### src/hdl/tbpmc_pkg.sv
// Shared types and codes for the two-button press mode controller.
// Holds the request and result payload structs, the threshold bundle and the
// event, mode and press-class codes. No dependencies.
`default_nettype none

package tbpmc_pkg;

    localparam int unsigned TIME_W   = 15;
    localparam int unsigned TARGET_W = 14;

    // Event kinds carried in a request
    localparam logic [1:0] KIND_ON_PRESS  = 2'd0;
    localparam logic [1:0] KIND_SET_PRESS = 2'd1;
    localparam logic [1:0] KIND_POLL      = 2'd2;
    localparam logic [1:0] KIND_CUTOFF    = 2'd3;

    // Operating modes
    localparam logic [1:0] MODE_OFF = 2'd0;
    localparam logic [1:0] MODE_ON  = 2'd1;
    localparam logic [1:0] MODE_SET = 2'd2;
    localparam logic [1:0] MODE_LVC = 2'd3;

    // Press classes
    localparam logic [1:0] CLS_NONE  = 2'd0;
    localparam logic [1:0] CLS_SHORT = 2'd1;
    localparam logic [1:0] CLS_LONG  = 2'd2;
    localparam logic [1:0] CLS_IDLE  = 2'd3;

    // Configuration register indexes
    localparam logic CFG_SHORT_THRESHOLD = 1'b0;
    localparam logic CFG_LONG_THRESHOLD  = 1'b1;

    typedef struct packed {
        logic [1:0]        kind;
        logic [TIME_W-1:0] timer_now;
        logic              on_released;
        logic              set_released;
    } in_item_t;

    typedef struct packed {
        logic [1:0]          op_mode;
        logic [3:0]          display_mode;
        logic [1:0]          selected_digit;
        logic [TARGET_W-1:0] target_value;
        logic [1:0]          on_class;
        logic [1:0]          set_class;
    } out_item_t;

    typedef struct packed {
        logic [TIME_W-1:0] short_threshold;
        logic [TIME_W-1:0] long_threshold;
    } thresh_t;

endpackage

`default_nettype wire

### src/hdl/tbpmc_classify.sv
// Press classifier: wrapped hold time against the short and long thresholds.
// Depends on tbpmc_pkg.
`default_nettype none

module tbpmc_classify
(
    input  wire logic [tbpmc_pkg::TIME_W-1:0] now,
    input  wire logic [tbpmc_pkg::TIME_W-1:0] down_time,
    input  wire tbpmc_pkg::thresh_t           thresh,
    output logic [1:0]                        press_class
);

    logic [tbpmc_pkg::TIME_W-1:0] held;

    // Modular subtract gives the wrapped hold time
    assign held = now - down_time;

    always_comb
    begin
        if (held > thresh.long_threshold)
            press_class = tbpmc_pkg::CLS_LONG;
        else if (held > thresh.short_threshold)
            press_class = tbpmc_pkg::CLS_SHORT;
        else
            press_class = tbpmc_pkg::CLS_NONE;
    end

endmodule

`default_nettype wire

### src/hdl/tbpmc_state.sv
// Controller state and its single-pass update for one request.
// Depends on tbpmc_pkg and tbpmc_classify.
`default_nettype none

module tbpmc_state
#(
    parameter int DISPLAY_MODES   = 6,
    parameter int AMP_HOURS_INDEX = 3,
    parameter int AMPS_INDEX      = 0
)
(
    input  wire logic                 clk,
    input  wire logic                 rst_n,
    input  wire logic                 step,
    input  wire tbpmc_pkg::in_item_t  item,
    input  wire tbpmc_pkg::thresh_t   thresh,
    output tbpmc_pkg::out_item_t      result
);

    logic                         on_pending_reg,  on_pending_next;
    logic [tbpmc_pkg::TIME_W-1:0] on_down_reg,     on_down_next;
    logic                         set_pending_reg, set_pending_next;
    logic [tbpmc_pkg::TIME_W-1:0] set_down_reg,    set_down_next;
    logic [1:0]                   mode_reg,        mode_next;
    logic [3:0]                   display_reg,     display_next;
    logic [1:0]                   digit_sel_reg,   digit_sel_next;
    logic [3:0]                   digits_reg [4];
    logic [3:0]                   digits_next [4];

    logic [1:0] on_cls_w;
    logic [1:0] set_cls_w;
    logic [1:0] on_cls;
    logic [1:0] set_cls;
    logic       do_on;
    logic       do_set;

    tbpmc_classify u_on_class
    (
        .now         (item.timer_now),
        .down_time   (on_down_reg),
        .thresh      (thresh),
        .press_class (on_cls_w)
    );

    tbpmc_classify u_set_class
    (
        .now         (item.timer_now),
        .down_time   (set_down_reg),
        .thresh      (thresh),
        .press_class (set_cls_w)
    );

    // Next display index; wrap at the mode count, or at amp-hours in set mode
    function automatic logic [3:0] advance_display(input logic [3:0] disp,
                                                   input logic [1:0] mode);
        logic [4:0] d;
        begin
            d = {1'b0, disp} + 5'd1;
            if ((d >= 5'(DISPLAY_MODES)) ||
                ((mode == tbpmc_pkg::MODE_SET) && (d == 5'(AMP_HOURS_INDEX))))
                d = 5'd0;
            return d[3:0];
        end
    endfunction

    // Decimal digit increment, mod 10
    function automatic logic [3:0] digit_inc(input logic [3:0] dig);
        logic [4:0] s;
        begin
            s = {1'b0, dig} + 5'd1;
            if (s >= 5'd10)
                s = s - 5'd10;
            return s[3:0];
        end
    endfunction

    assign do_on  = on_pending_reg && item.on_released;
    assign do_set = set_pending_reg && item.set_released;

    always_comb
    begin
        on_pending_next  = on_pending_reg;
        on_down_next     = on_down_reg;
        set_pending_next = set_pending_reg;
        set_down_next    = set_down_reg;
        mode_next        = mode_reg;
        display_next     = display_reg;
        digit_sel_next   = digit_sel_reg;
        for (int i = 0; i < 4; i++)
            digits_next[i] = digits_reg[i];
        on_cls  = tbpmc_pkg::CLS_IDLE;
        set_cls = tbpmc_pkg::CLS_IDLE;

        if (step)
        begin
            case (item.kind)
                tbpmc_pkg::KIND_ON_PRESS:
                begin
                    if (!on_pending_reg)
                    begin
                        on_pending_next = 1'b1;
                        on_down_next    = item.timer_now;
                    end
                end
                tbpmc_pkg::KIND_SET_PRESS:
                begin
                    if (!set_pending_reg)
                    begin
                        set_pending_next = 1'b1;
                        set_down_next    = item.timer_now;
                    end
                end
                tbpmc_pkg::KIND_CUTOFF:
                begin
                    mode_next = tbpmc_pkg::MODE_LVC;
                end
                default:
                begin
                    // On button first; the set button sees the mode it leaves
                    if (do_on)
                    begin
                        on_cls          = on_cls_w;
                        on_pending_next = 1'b0;
                        case (mode_reg)
                            tbpmc_pkg::MODE_OFF: mode_next = tbpmc_pkg::MODE_ON;
                            tbpmc_pkg::MODE_ON:  mode_next = tbpmc_pkg::MODE_OFF;
                            tbpmc_pkg::MODE_SET:
                            begin
                                if (on_cls_w == tbpmc_pkg::CLS_LONG)
                                    digit_sel_next = (digit_sel_reg >= 2'd2) ?
                                                     digit_sel_reg - 2'd2 :
                                                     digit_sel_reg + 2'd1;
                                else
                                    for (int i = 0; i < 4; i++)
                                        if (digit_sel_reg == 2'(i))
                                            digits_next[i] = digit_inc(digits_reg[i]);
                            end
                            default: ;
                        endcase
                    end

                    if (do_set)
                    begin
                        set_cls          = set_cls_w;
                        set_pending_next = 1'b0;
                        case (mode_next)
                            tbpmc_pkg::MODE_ON:
                                display_next = advance_display(display_reg, mode_next);
                            tbpmc_pkg::MODE_OFF:
                            begin
                                if (set_cls_w == tbpmc_pkg::CLS_LONG)
                                begin
                                    display_next = 4'(AMPS_INDEX);
                                    mode_next    = tbpmc_pkg::MODE_SET;
                                end
                                else
                                    display_next = advance_display(display_reg, mode_next);
                            end
                            tbpmc_pkg::MODE_SET:
                            begin
                                if (set_cls_w == tbpmc_pkg::CLS_LONG)
                                    mode_next = tbpmc_pkg::MODE_OFF;
                                else
                                    display_next = advance_display(display_reg, mode_next);
                            end
                            default:
                            begin
                                if (set_cls_w == tbpmc_pkg::CLS_LONG)
                                    mode_next = tbpmc_pkg::MODE_OFF;
                            end
                        endcase
                    end
                end
            endcase
        end
    end

    always_ff @(posedge clk or negedge rst_n)
    begin
        if (!rst_n)
        begin
            on_pending_reg  <= 1'b0;
            on_down_reg     <= '0;
            set_pending_reg <= 1'b0;
            set_down_reg    <= '0;
            mode_reg        <= tbpmc_pkg::MODE_OFF;
            display_reg     <= 4'd0;
            digit_sel_reg   <= 2'd0;
            for (int i = 0; i < 4; i++)
                digits_reg[i] <= 4'd0;
        end
        else
        begin
            on_pending_reg  <= on_pending_next;
            on_down_reg     <= on_down_next;
            set_pending_reg <= set_pending_next;
            set_down_reg    <= set_down_next;
            mode_reg        <= mode_next;
            display_reg     <= display_next;
            digit_sel_reg   <= digit_sel_next;
            for (int i = 0; i < 4; i++)
                digits_reg[i] <= digits_next[i];
        end
    end

    // Result reflects the state after this request
    always_comb
    begin
        result.op_mode        = mode_next;
        result.display_mode   = display_next;
        result.selected_digit = digit_sel_next;
        result.target_value   = 14'(digits_next[3]) * 14'd1000 +
                                14'(digits_next[2]) * 14'd100 +
                                14'(digits_next[1]) * 14'd10 +
                                14'(digits_next[0]);
        result.on_class       = on_cls;
        result.set_class      = set_cls;
    end

    a_sel_range: assert property (@(posedge clk) disable iff (!rst_n)
        digit_sel_reg != 2'd3)
        else $error("selected digit left the range of three");

    a_top_digit: assert property (@(posedge clk) disable iff (!rst_n)
        digits_reg[3] == 4'd0)
        else $error("top target digit changed");

    a_cutoff: assert property (@(posedge clk) disable iff (!rst_n)
        (step && (item.kind == tbpmc_pkg::KIND_CUTOFF)) |=> (mode_reg == tbpmc_pkg::MODE_LVC))
        else $error("cutoff event did not enter cutoff mode");

    a_press_no_class: assert property (@(posedge clk) disable iff (!rst_n)
        (step && (item.kind != tbpmc_pkg::KIND_POLL)) |=>
        ($past(result.on_class) == tbpmc_pkg::CLS_IDLE &&
         $past(result.set_class) == tbpmc_pkg::CLS_IDLE &&
         $past(digit_sel_next) == digit_sel_reg))
        else $error("non-poll request classed a press");

endmodule

`default_nettype wire

### src/hdl/two_button_press_mode_controller_top.sv
// Top level of the two-button press mode controller: request and result
// channels, threshold registers, input and result registers.
// Depends on tbpmc_pkg and tbpmc_state.
//
// Usage:
//   Requests arrive on in_valid/in_data and are taken at a rising edge with
//   in_valid high and in_stall low. Each request is an on press, a set press,
//   a pin poll or a low-voltage cutoff event, with the tick counter and the
//   two pin levels. Every request yields exactly one result on
//   out_valid/out_data: the mode, display index, selected digit, target value
//   and the class of any press released on this poll.
//   A request lands in the input register, is applied to the controller
//   state in one pass of compare and update logic, and the result is
//   captured in the result register. Throughput is one request per cycle
//   while out_stall is low, set by that single-pass update of the state.
//   When the receiver holds out_stall, the result register holds and the
//   input register can still take one request; in_stall rises only when both
//   registers are full and the result is stalled.
//   Thresholds are written through cfg_write/cfg_index/cfg_data while idle.
//   Reset clears pending presses, mode (off), display, digit select and the
//   target digits, and loads thresholds of 50 and 1000 ticks.
`default_nettype none

module two_button_press_mode_controller_top
#(
    parameter int DISPLAY_MODES   = 6,
    parameter int AMP_HOURS_INDEX = 3,
    parameter int AMPS_INDEX      = 0
)
(
    input  wire logic                          clk,
    input  wire logic                          rst_n,
    input  wire logic                          in_valid,
    output logic                               in_stall,
    input  wire tbpmc_pkg::in_item_t           in_data,
    output logic                               out_valid,
    input  wire logic                          out_stall,
    output tbpmc_pkg::out_item_t               out_data,
    input  wire logic                          cfg_write,
    input  wire logic                          cfg_index,
    input  wire logic [tbpmc_pkg::TIME_W-1:0]  cfg_data
);

    tbpmc_pkg::thresh_t   thresh_reg;
    logic                 req_valid_reg;
    tbpmc_pkg::in_item_t  req_reg;
    logic                 res_valid_reg;
    tbpmc_pkg::out_item_t res_reg;
    tbpmc_pkg::out_item_t result;
    logic                 advance;

    // Result register frees up when empty or being taken this cycle
    assign advance   = !res_valid_reg || !out_stall;
    assign in_stall  = req_valid_reg && !advance;
    assign out_valid = res_valid_reg;
    assign out_data  = res_reg;

    // Threshold registers
    always_ff @(posedge clk or negedge rst_n)
    begin
        if (!rst_n)
        begin
            thresh_reg.short_threshold <= 15'd50;
            thresh_reg.long_threshold  <= 15'd1000;
        end
        else if (cfg_write)
        begin
            case (cfg_index)
                tbpmc_pkg::CFG_SHORT_THRESHOLD: thresh_reg.short_threshold <= cfg_data;
                tbpmc_pkg::CFG_LONG_THRESHOLD:  thresh_reg.long_threshold  <= cfg_data;
                default: ;
            endcase
        end
    end

    // Input register: hold while the request cannot move on
    always_ff @(posedge clk or negedge rst_n)
    begin
        if (!rst_n)
            req_valid_reg <= 1'b0;
        else if (!in_stall)
            req_valid_reg <= in_valid;
    end

    always_ff @(posedge clk)
    begin
        if (in_valid && !in_stall)
            req_reg <= in_data;
    end

    tbpmc_state
    #(
        .DISPLAY_MODES   (DISPLAY_MODES),
        .AMP_HOURS_INDEX (AMP_HOURS_INDEX),
        .AMPS_INDEX      (AMPS_INDEX)
    )
    u_state
    (
        .clk    (clk),
        .rst_n  (rst_n),
        .step   (req_valid_reg && advance),
        .item   (req_reg),
        .thresh (thresh_reg),
        .result (result)
    );

    // Result register
    always_ff @(posedge clk or negedge rst_n)
    begin
        if (!rst_n)
            res_valid_reg <= 1'b0;
        else if (advance)
            res_valid_reg <= req_valid_reg;
    end

    always_ff @(posedge clk)
    begin
        if (req_valid_reg && advance)
            res_reg <= result;
    end

    a_req_moves: assert property (@(posedge clk) disable iff (!rst_n)
        (req_valid_reg && advance) |=> res_valid_reg)
        else $error("applied request produced no result");

    a_stall_full: assert property (@(posedge clk) disable iff (!rst_n)
        in_stall |-> (res_valid_reg && out_stall))
        else $error("input stalled with room in the result register");

    a_no_drop: assert property (@(posedge clk) disable iff (!rst_n)
        (res_valid_reg && out_stall && req_valid_reg) |=> req_valid_reg)
        else $error("pending request dropped while result stalled");

endmodule

`default_nettype wire
### config.mk
export PLATFORM = sky130hd
export DESIGN_NAME = two_button_press_mode_controller_top
export DESIGN_NICKNAME = d
export VERILOG_FILES = /design/src/hdl/tbpmc_pkg.sv /design/src/hdl/tbpmc_classify.sv /design/src/hdl/tbpmc_state.sv /design/src/hdl/two_button_press_mode_controller_top.sv
export SDC_FILE = /design/constraint.sdc
export NUM_CORES = 1
export LEC_CHECK = 0
export BUFFER_PORTS_ARGS = -buffer_cell sky130_fd_sc_hd__buf_2
export CAP_MARGIN = 40
export CORE_ASPECT_RATIO = 0.75
export CORE_MARGIN = 5
export CORE_UTILIZATION = 56
export DETAILED_ROUTE_END_ITERATION = 8
export GPL_TIMING_DRIVEN = 1
export PLACE_DENSITY = 0.76
export SKIP_CTS_REPAIR_TIMING = 1
export SYNTH_ARGS = -nofsm -noshare
export SYNTH_HDL_FRONTEND = slang
export SYNTH_HIERARCHICAL = 1
export SYNTH_SLANG_ARGS = --single-unit
export TNS_END_PERCENT = 1
### constraint.sdc
create_clock -name clk -period 8.1 [get_ports clk]
set_input_delay 1.215 -clock clk [delete_from_list [all_inputs] [get_ports clk]]
set_output_delay 1.215 -clock clk [all_outputs]
set_load 0.02 [all_outputs]
# ---- Word-level counts from Yosys, hierarchy flattened
# Index checks and enable logic that the tools add are counted.
dict set report classes {
  muxes 44
  shift 0
  mul 3
  n_eq_ne 12
  magnitude_cmp 10
  bitwise 7
  n_reduce_logical 30
  n_div 0
  addsub 16
}
# cell n
set ops {}
lappend ops {{$mux 16} 5}
lappend ops {{$gt 15x15->1} 4}
lappend ops {{$mux 4} 14}
lappend ops {{$mux 2} 15}
lappend ops {{$sub 15x15->15} 2}
lappend ops {{$add 4x1->5 const B} 5}
lappend ops {{$ge 5x4->1 const B} 4}
lappend ops {{$sub 4x4->4 const B} 4}
lappend ops {{$add 14x11->14} 1}
lappend ops {{$add 14x4->14} 1}
lappend ops {{$add 14x8->14} 1}
lappend ops {{$eq 2x2->1 const B} 7}
lappend ops {{$pmux 2 s2} 3}
lappend ops {{$pmux 4 s3} 1}
lappend ops {{$reduce_and 3->1} 4}
lappend ops {{$mul 4x7->11 const B} 1}
lappend ops {{$mul 4x5->9 const B} 1}
lappend ops {{$eq 2x1->1 const B} 4}
lappend ops {{$logic_not 2->1} 4}
lappend ops {{$reduce_or 4->1} 2}
lappend ops {{$mul 4x3->7 const B} 1}
lappend ops {{$not 1->1} 7}
lappend ops {{$logic_and 1x1->1} 6}
lappend ops {{$reduce_or 2->1} 3}
lappend ops {{12 further kinds} 22}
dict set report totals {
  in_bits 40
  memories 0
  mem_bits_rw 0
  ff_bits 133
  latchBits 0
  rom_bits 0
}

# ---- Logic depth before layout (Yosys ltp)
# Gate-level depths: netlist of run 1.
dict set report depth {
  word_depth 14
  mapped_depth 38
}

# ---- Cells and area by module
# The synthesis of run 1 kept the hierarchy.
# mod area_per_inst_um2 seq_area_each_um2 cells_per_inst instances
set modules_own_cells {}
lappend modules_own_cells {tbpmc_state 4752.1 1401.3 463 1}
lappend modules_own_cells {two_button_press_mode_controller_top 2637.5 2163.3 118 1}
lappend modules_own_cells {{tbpmc_classify at u_state.u_on_class} 1506.4 0.0 214 1}
lappend modules_own_cells {{tbpmc_classify at u_state.u_set_class} 1425.1 0.0 201 1}

# ---- Worst setup path before layout of run 1
# Ideal clock, no wire load.
dict set report synth_path {
  path_kind {input to register}
  start {input port out_stall}
  end {register res_reg (netlist bit out_data[17]) (data pin)}
  required_ns 7.835
  n_path_buf 2
  slack_ns -0.473
  setup_ns 0.265
  t_arrival_ns 8.308
  path_stages 23
  cell_sequence {a21boi_0 -> buf_4 -> and4_4 -> nand4_2 -> clkbuf_1 -> nor3_1 -> o21ai_0 -> and2_1 -> fa_1 -> fa_1 -> inv_1 -> ha_1 -> nor2b_1 -> o21ai_0 -> nand2b_1 -> xor2_1 -> ha_1 -> ha_1 -> ha_1 -> or4b_2 -> o211ai_1 -> a311oi_1 -> xnor2_1}
}
# element line_no
set synth_rtl {}
lappend synth_rtl {{from (decl)} two_button_press_mode_controller_top.sv:37} ;# input wire logic out_stall,
lappend synth_rtl {{to (signal assigned)} two_button_press_mode_controller_top.sv:119} ;# res_reg <= result;
lappend synth_rtl {{to (decl)} two_button_press_mode_controller_top.sv:48} ;# tbpmc_pkg::out_item_t res_reg;

==> results of run 1 <==
## cells in the mapped netlist (8+ instances only)
master / number / area (um2)
nor2_1: 46 / 172.7
nand2b_1: 14 / 87.58
inv_1: 144 / 540.5
xor2_1: 18 / 157.7
nand4_1: 13 / 81.33
a211oi_1: 8 / 60.06
dfrtp_1: 79 / 1977
nor3_1: 11 / 55.05
xnor2_1: 40 / 350.3
nor2b_1: 12 / 75.07
nand3_1: 23 / 115.1
nand2_1: 41 / 153.9
a31oi_1: 8 / 50.05
dfstp_2: 9 / 236.5
edfxtp_1: 45 / 1351
fa_1: 17 / 340.3
mux2_4: 10 / 150.1
mux2_2: 55 / 619.3
o21ai_0: 36 / 180.2
o21a_1: 9 / 67.56
a21o_1: 20 / 150.1
a21oi_1: 61 / 305.3
ha_1: 168 / 2102
## layer usage
| layer | up-vias | GRT usage |
|---|---|---|
| li1 | 3735 | - |
| met1 | 3601 | 0.3000 |
| met2 | 159 | 0.3271 |
| met3 | 18 | 0.04825 |
| met4 | 0 | 0.04810 |
| met5 | - | 0 |
## how the worst max path moves through the flow
stage,startpoint,to,slack [ns]
6_report,req_reg[4],out_data[17],0.20
3_5_place_dp,req_reg[2],out_data[17],-0.20
3_3_place_gp,req_reg[2],out_data[17],0.14
2_1_floorplan,req_reg[2],out_data[17],0.21
5_1_grt,req_reg[4],out_data[17],-0.14
4_1_cts,req_reg[2],out_data[17],-0.25
## power groups by stage
stage                     sequential, uW  combinational, uW  clock, uW
after floorplan                      908               1130          0
after global placement               914               1450          0
after detailed placement             918               1500          0
after CTS                            908               1530        753
after global routing                 924               1800        788
final                                908               1610        743
## critical path, delay by kind of cell (launching register included)
kind	cells	cell delay (ns)
compound gates	11	2.27
flops	1	0.45
xor+xnor	3	0.43
fa+ha+maj	8	2.73
simple gates	7	0.99
buf+inv	6	0.76
## metrics by stage
step | std cells | area (um2) | total power [uW]
finish | 1357 | 11830 | 3264
global route | 1357 | 11830 | 3512
CTS | 1350 | 11610 | 3194
detailed placement | 1320 | 11060 | 2422
global placement | 1319 | 11050 | 2363
floorplan | 996 | 10320 | 2034
## cells in the final DEF (no fill, tap or decap), types with 4 or more instances in the layout
master / synthesis / final
a211oi_1: 8 / 7
a21o_1: 20 / 20
a21oi_1: 61 / 58
a31oi_1: 8 / 8
buf_2: 1 / 66
buf_4: 2 / 27
clkbuf_16: 0 / 17
dfrtp_1: 79 / 79
dfstp_2: 9 / 9
edfxtp_1: 45 / 45
fa_1: 17 / 16
ha_1: 168 / 164
inv_1: 144 / 143
mux2_2: 55 / 55
mux2_4: 10 / 10
mux2i_1: 4 / 4
nand2_1: 41 / 41
nand2b_1: 14 / 13
nand3_1: 23 / 23
nand3b_1: 4 / 4
nand4_1: 13 / 13
nor2_1: 46 / 44
nor2b_1: 12 / 11
nor3_1: 11 / 10
o21a_1: 9 / 9
o21ai_0: 36 / 33
o21ai_1: 2 / 5
o22ai_1: 4 / 4
xnor2_1: 40 / 40
xor2_1: 18 / 17
## final cells by class
type | instances | area share
flip-flops and latches | 133 | 0.3014
clock buffers | 20 | 0.03692
repair buffers | 95 | 0.04728
inverters | 144 | 0.04570
multi-input cells | 708 | 0.5333
clock inverters | 10 | 0.009308
well taps | 247 | 0.02613
## logic make-up (layout without fill, tap and decap cells)
logic type	Yosys count	count (layout)	synth area share
AO/OA/AOI/OAI	200	200	0.1300
XOR/XNOR	58	58	0.04922
adder cells (fa/ha/maj)	185	185	0.2366
buffers and inverters	155	269	0.06037
flip-flops	133	133	0.3454
multiplexers	69	69	0.07843
AND/OR/NAND/NOR	196	196	0.1000
==> results.toml, run 1 <==
[yosys]
synth.avg_cell_area_um2 = 10.36
yosysWarnings = 6
synth_ff_type = "dfrtp_1"
seq_area_frac_synth = 0.3454
synthArstFlopShare = 0.6617
synth_fp_nets = 1221
postSynthCellCount = 996
synth.distinct_cells = 85
synth_seq_cells = 133
netlist_area_um2 = 10320
synth_edf_count = 45

[detailed_routing]
drt_iter0_drc = 487
top_layer_used = "met4"
antenna_left = 0
routed_via_density = 5.536
drc = 0
wl_met1_um = 11040
wl_um = 22180
wl_per_cell_um = 16.34
vias = 7513
dr_wl_met3_um = 938
dr.pass1.iters = 5
wl_met2_um = 9967

[clock_network]
root_buffer = "clkbuf_16"
worstSkewPairLatency_ns = 0.43
cts_max_path_buffers = 2
cts_tree = "yes"
cts_made_buffers = 17
htree_levels = 4
cts_sinks = 133
clk_pin_slew_ns = 0.06

[floorplan]
die_w_um = 166.8
row_count = 43
dieArea_um2 = 21270
start_util = 0.5642
coreArea_um2 = 18290
die_h_um = 127.6
ioPinCount = 68

[sta]
drv_slew = 0
finalHoldViolCount = 0
worstMarginPinSlew_ns = 0.8907
fin_skew_ns = 0.01155
maxSlewHeadroom = 0.4044
setup_viol = 0
post-route-period-util = 0.9751
setup_tns_ns = 0
timing.fmax_mhz = 126.6
period_minus_slack_ns = 7.899
holdWs_ns = 0.4836
setup_slack_ns = 0.2014

[final_layout]
largest_reg_flops = 30
multi_input_area_um2 = 6309
final_core_util = 0.6466
fin_nets = 1324
drive_gt1_frac = 0.2189
diodes = 0
seq_area_um2 = 3565
n_fill_cell = 1447
syn_to_final_growth_pct = 14.61

[setup_path]
reg2reg_depth = 35
reg2reg_from = "req_reg[4]"
crit_top_cell = "ha_1"
cp_max_fo = 7
cp-start-kind = "flop"
arrival_ns = 8.06
critPathKind = "flop to flop"
cp.required_ns = 8.27
end_kind = "flop"
reg2reg_to = "out_data[17]"
max_stage_delay_ns = 0.53
cp_slowest_cell = "fa_1"
rrSetupSlack_ns = 0.20

[global_route]
overflow = 0
grt_pass1_vias = 7353
track_usage = 0.2095
grt_max_degree = 55
grt_pass1_wl_um = 36310
antenna_found_initial = 0

[hold_path]
min_to = "out_valid"
hold_path_class = "flop to flop"
hold_depth = 1
hold_path.startpoint = "req_valid_reg"

[placement]
place_congestion = 0.8920
place_ws_ns = -0.2049
io_buffers = 67
dp_hpwl_um = 16650

[power]
leakagePower_uw = 0.005642
power_frac_comb = 0.494
p_switching_uw = 1279
switching_share = 0.3920
power.internal_uw = 1984
power_frac_seq = 0.278
powerDensity_nw_per_um2 = 275.9
ir_drop_uv = 174.6
p_clk_frac = 0.228

[run]
cap_violations = 0

[run_status]
outcome = "finished clean"
Note: power is estimated with default switching activity, not from simulation.
==> run 2: changes to the inputs <==
--- a/config.mk
+++ b/config.mk
@@ -13,6 +13,7 @@
 export DETAILED_ROUTE_END_ITERATION = 8
 export GPL_TIMING_DRIVEN = 1
 export PLACE_DENSITY = 0.76
+export RECOVER_POWER = 100
 export SKIP_CTS_REPAIR_TIMING = 1
 export SYNTH_ARGS = -nofsm -noshare
 export SYNTH_HDL_FRONTEND = slang
==> run 2 against run 1 <==
Net effect: the run now ends with max-capacitance violations, max-slew violations left; die area is the same; flip-flop and latch count unchanged; cell count unchanged; first-iteration DRC count shrank 2.9%; clock skew fell by 0.0024 ns.
==> results.toml, run 2 (synthesized netlist as in run 1, its figures left out) <==
[final_layout]
syn_to_final_growth_pct = 13.43
postLayoutCellArea_um2 = 11710
final_common_cell = "ha_1"
fin_nets = 1324
n_fill_cell = 1492
diodes = 0
final_core_util = 0.6400
layout_common_cells = "164 x ha_1, 143 x inv_1, 79 x dfrtp_1, 58 x a21oi_1, 55 x mux2_2"
drive_gt1_frac = 0.1730
largest_reg_flops = 30

[power]
power_frac_comb = 0.492
power_frac_seq = 0.279
ir_drop_uv = 173.6
powerDensity_nw_per_um2 = 277.8
power.internal_uw = 1973
p_clk_frac = 0.229
p_switching_uw = 1279
leakagePower_uw = 0.005483
switching_share = 0.3933

[clock_network]
root_buffer = "clkbuf_16"
cts_made_buffers = 17
cts_max_path_buffers = 2
cts_tree = "yes"
htree_levels = 4
clk_pin_slew_ns = 0.06
cts_sinks = 133
worstSkewPairLatency_ns = 0.43

[hold_path]
hold_path_class = "flop to flop"

[setup_path]
cp-start-kind = "flop"
max_stage_delay_ns = 0.53
cp_max_fo = 7
critPathKind = "flop to flop"
arrival_ns = 8.05
cp.required_ns = 8.27
end_kind = "flop"
cp_slowest_cell = "fa_1"
crit_top_cell = "ha_1"

[placement]
dpl-instance-area_um2 = 11060
place_ws_ns = -0.2049
dp_hpwl_um = 16650
io_buffers = 67
place_congestion = 0.8920

[sta]
drv_slew = 127
setup_viol = 0
timing.fmax_mhz = 126.9
maxSlewHeadroom = -1.001
fin_skew_ns = 0.009130
finalHoldViolCount = 0
period_minus_slack_ns = 7.883
setup_slack_ns = 0.2172
post-route-period-util = 0.9732
worstMarginPinSlew_ns = 3.001

[global_route]
grt_pass1_wl_um = 36310
track_usage = 0.2095
grt_max_degree = 55
antenna_found_initial = 0
grt_pass1_vias = 7353
overflow = 0

[detailed_routing]
dr.pass1.iters = 5
wl_um = 22140
drc = 0
wl_per_cell_um = 16.32
drt_iter0_drc = 473
routed_via_density = 5.556
vias = 7540
antenna_left = 0

[floorplan]
die_h_um = 127.6
row_count = 43
ioPinCount = 68
start_util = 0.5642
dieArea_um2 = 21270
coreArea_um2 = 18290
die_w_um = 166.8

[run_status]
outcome = "finished with violations"
violations = "max-capacitance violations, max-slew violations"

[run]
cap_violations = 3
==> run 2: per-stage QoR <==
| step | hold slack, ns | total power (uW) | cells | TNS (ns) |
|---|---|---|---|---|
| after floorplan | 0.4436 | 2034 | 996 | 0 |
| after global placement | 0.4710 | 2363 | 1319 | 0 |
| after detailed placement | 0.4729 | 2422 | 1320 | -0.2049 |
| after CTS | 0.4872 | 3194 | 1350 | -0.2459 |
| after global routing | 0.4929 | 3501 | 1357 | -0.2026 |
| final | 0.4758 | 3252 | 1357 | 0 |
==> run 2: power groups by stage <==
stage	clock network [uW]	registers [uW]	logic [uW]
finish	744	909	1600
detailed placement	0	918	1500
global placement	0	914	1450
CTS	753	908	1530
global route	788	924	1790
floorplan	0	908	1130
==> run 2: critical path, delay by kind of cell (launching register included) <==
family | cells | cell delay, ns
buffers and inverters | 6 | 0.76
and+or+nand+nor | 7 | 0.99
xor gates and xnor gates | 3 | 0.42
DFF | 1 | 0.45
AOI/OAI and AO/OA | 11 | 2.26
adders and majority gates | 8 | 2.73
==> run 2: worst paths after layout <==
kind,startpoint,to,slack (ns),depth (start not counted)
worst max-delay path,req_reg[4],out_data[17],0.22,35
worst min-delay path,req_valid_reg,out_valid,0.48,1
worst max register to register,req_reg[4],out_data[17],0.22,35
worst min register to register,req_valid_reg,out_valid,0.48,1
max in group asynchronous,rst_n,u_state/digits_reg[7],3.15,2
min in group asynchronous,rst_n,thresh_reg[17],1.31,1
==> run 2: layer usage <==
layer  vias up  part of all wire  track usage
met4         0             0.011      0.04810
met2       163              0.45       0.3271
met5         -                 0            0
li1       3737                 -            -
met1      3623              0.50       0.3000
met3        17             0.041      0.04825
==> run 2: layout make-up <==
type	count	area, um2	share of cell area
Clock inverter	10	110.1	0.009405
Inverter	144	540.5	0.04617
Timing Repair Buffer	95	493.0	0.04211
Sequential cell	133	3565	0.3045
Multi-Input combinational cell	708	6254	0.5341
Clock buffer	20	436.7	0.03730
Tap cell	247	309.0	0.02640
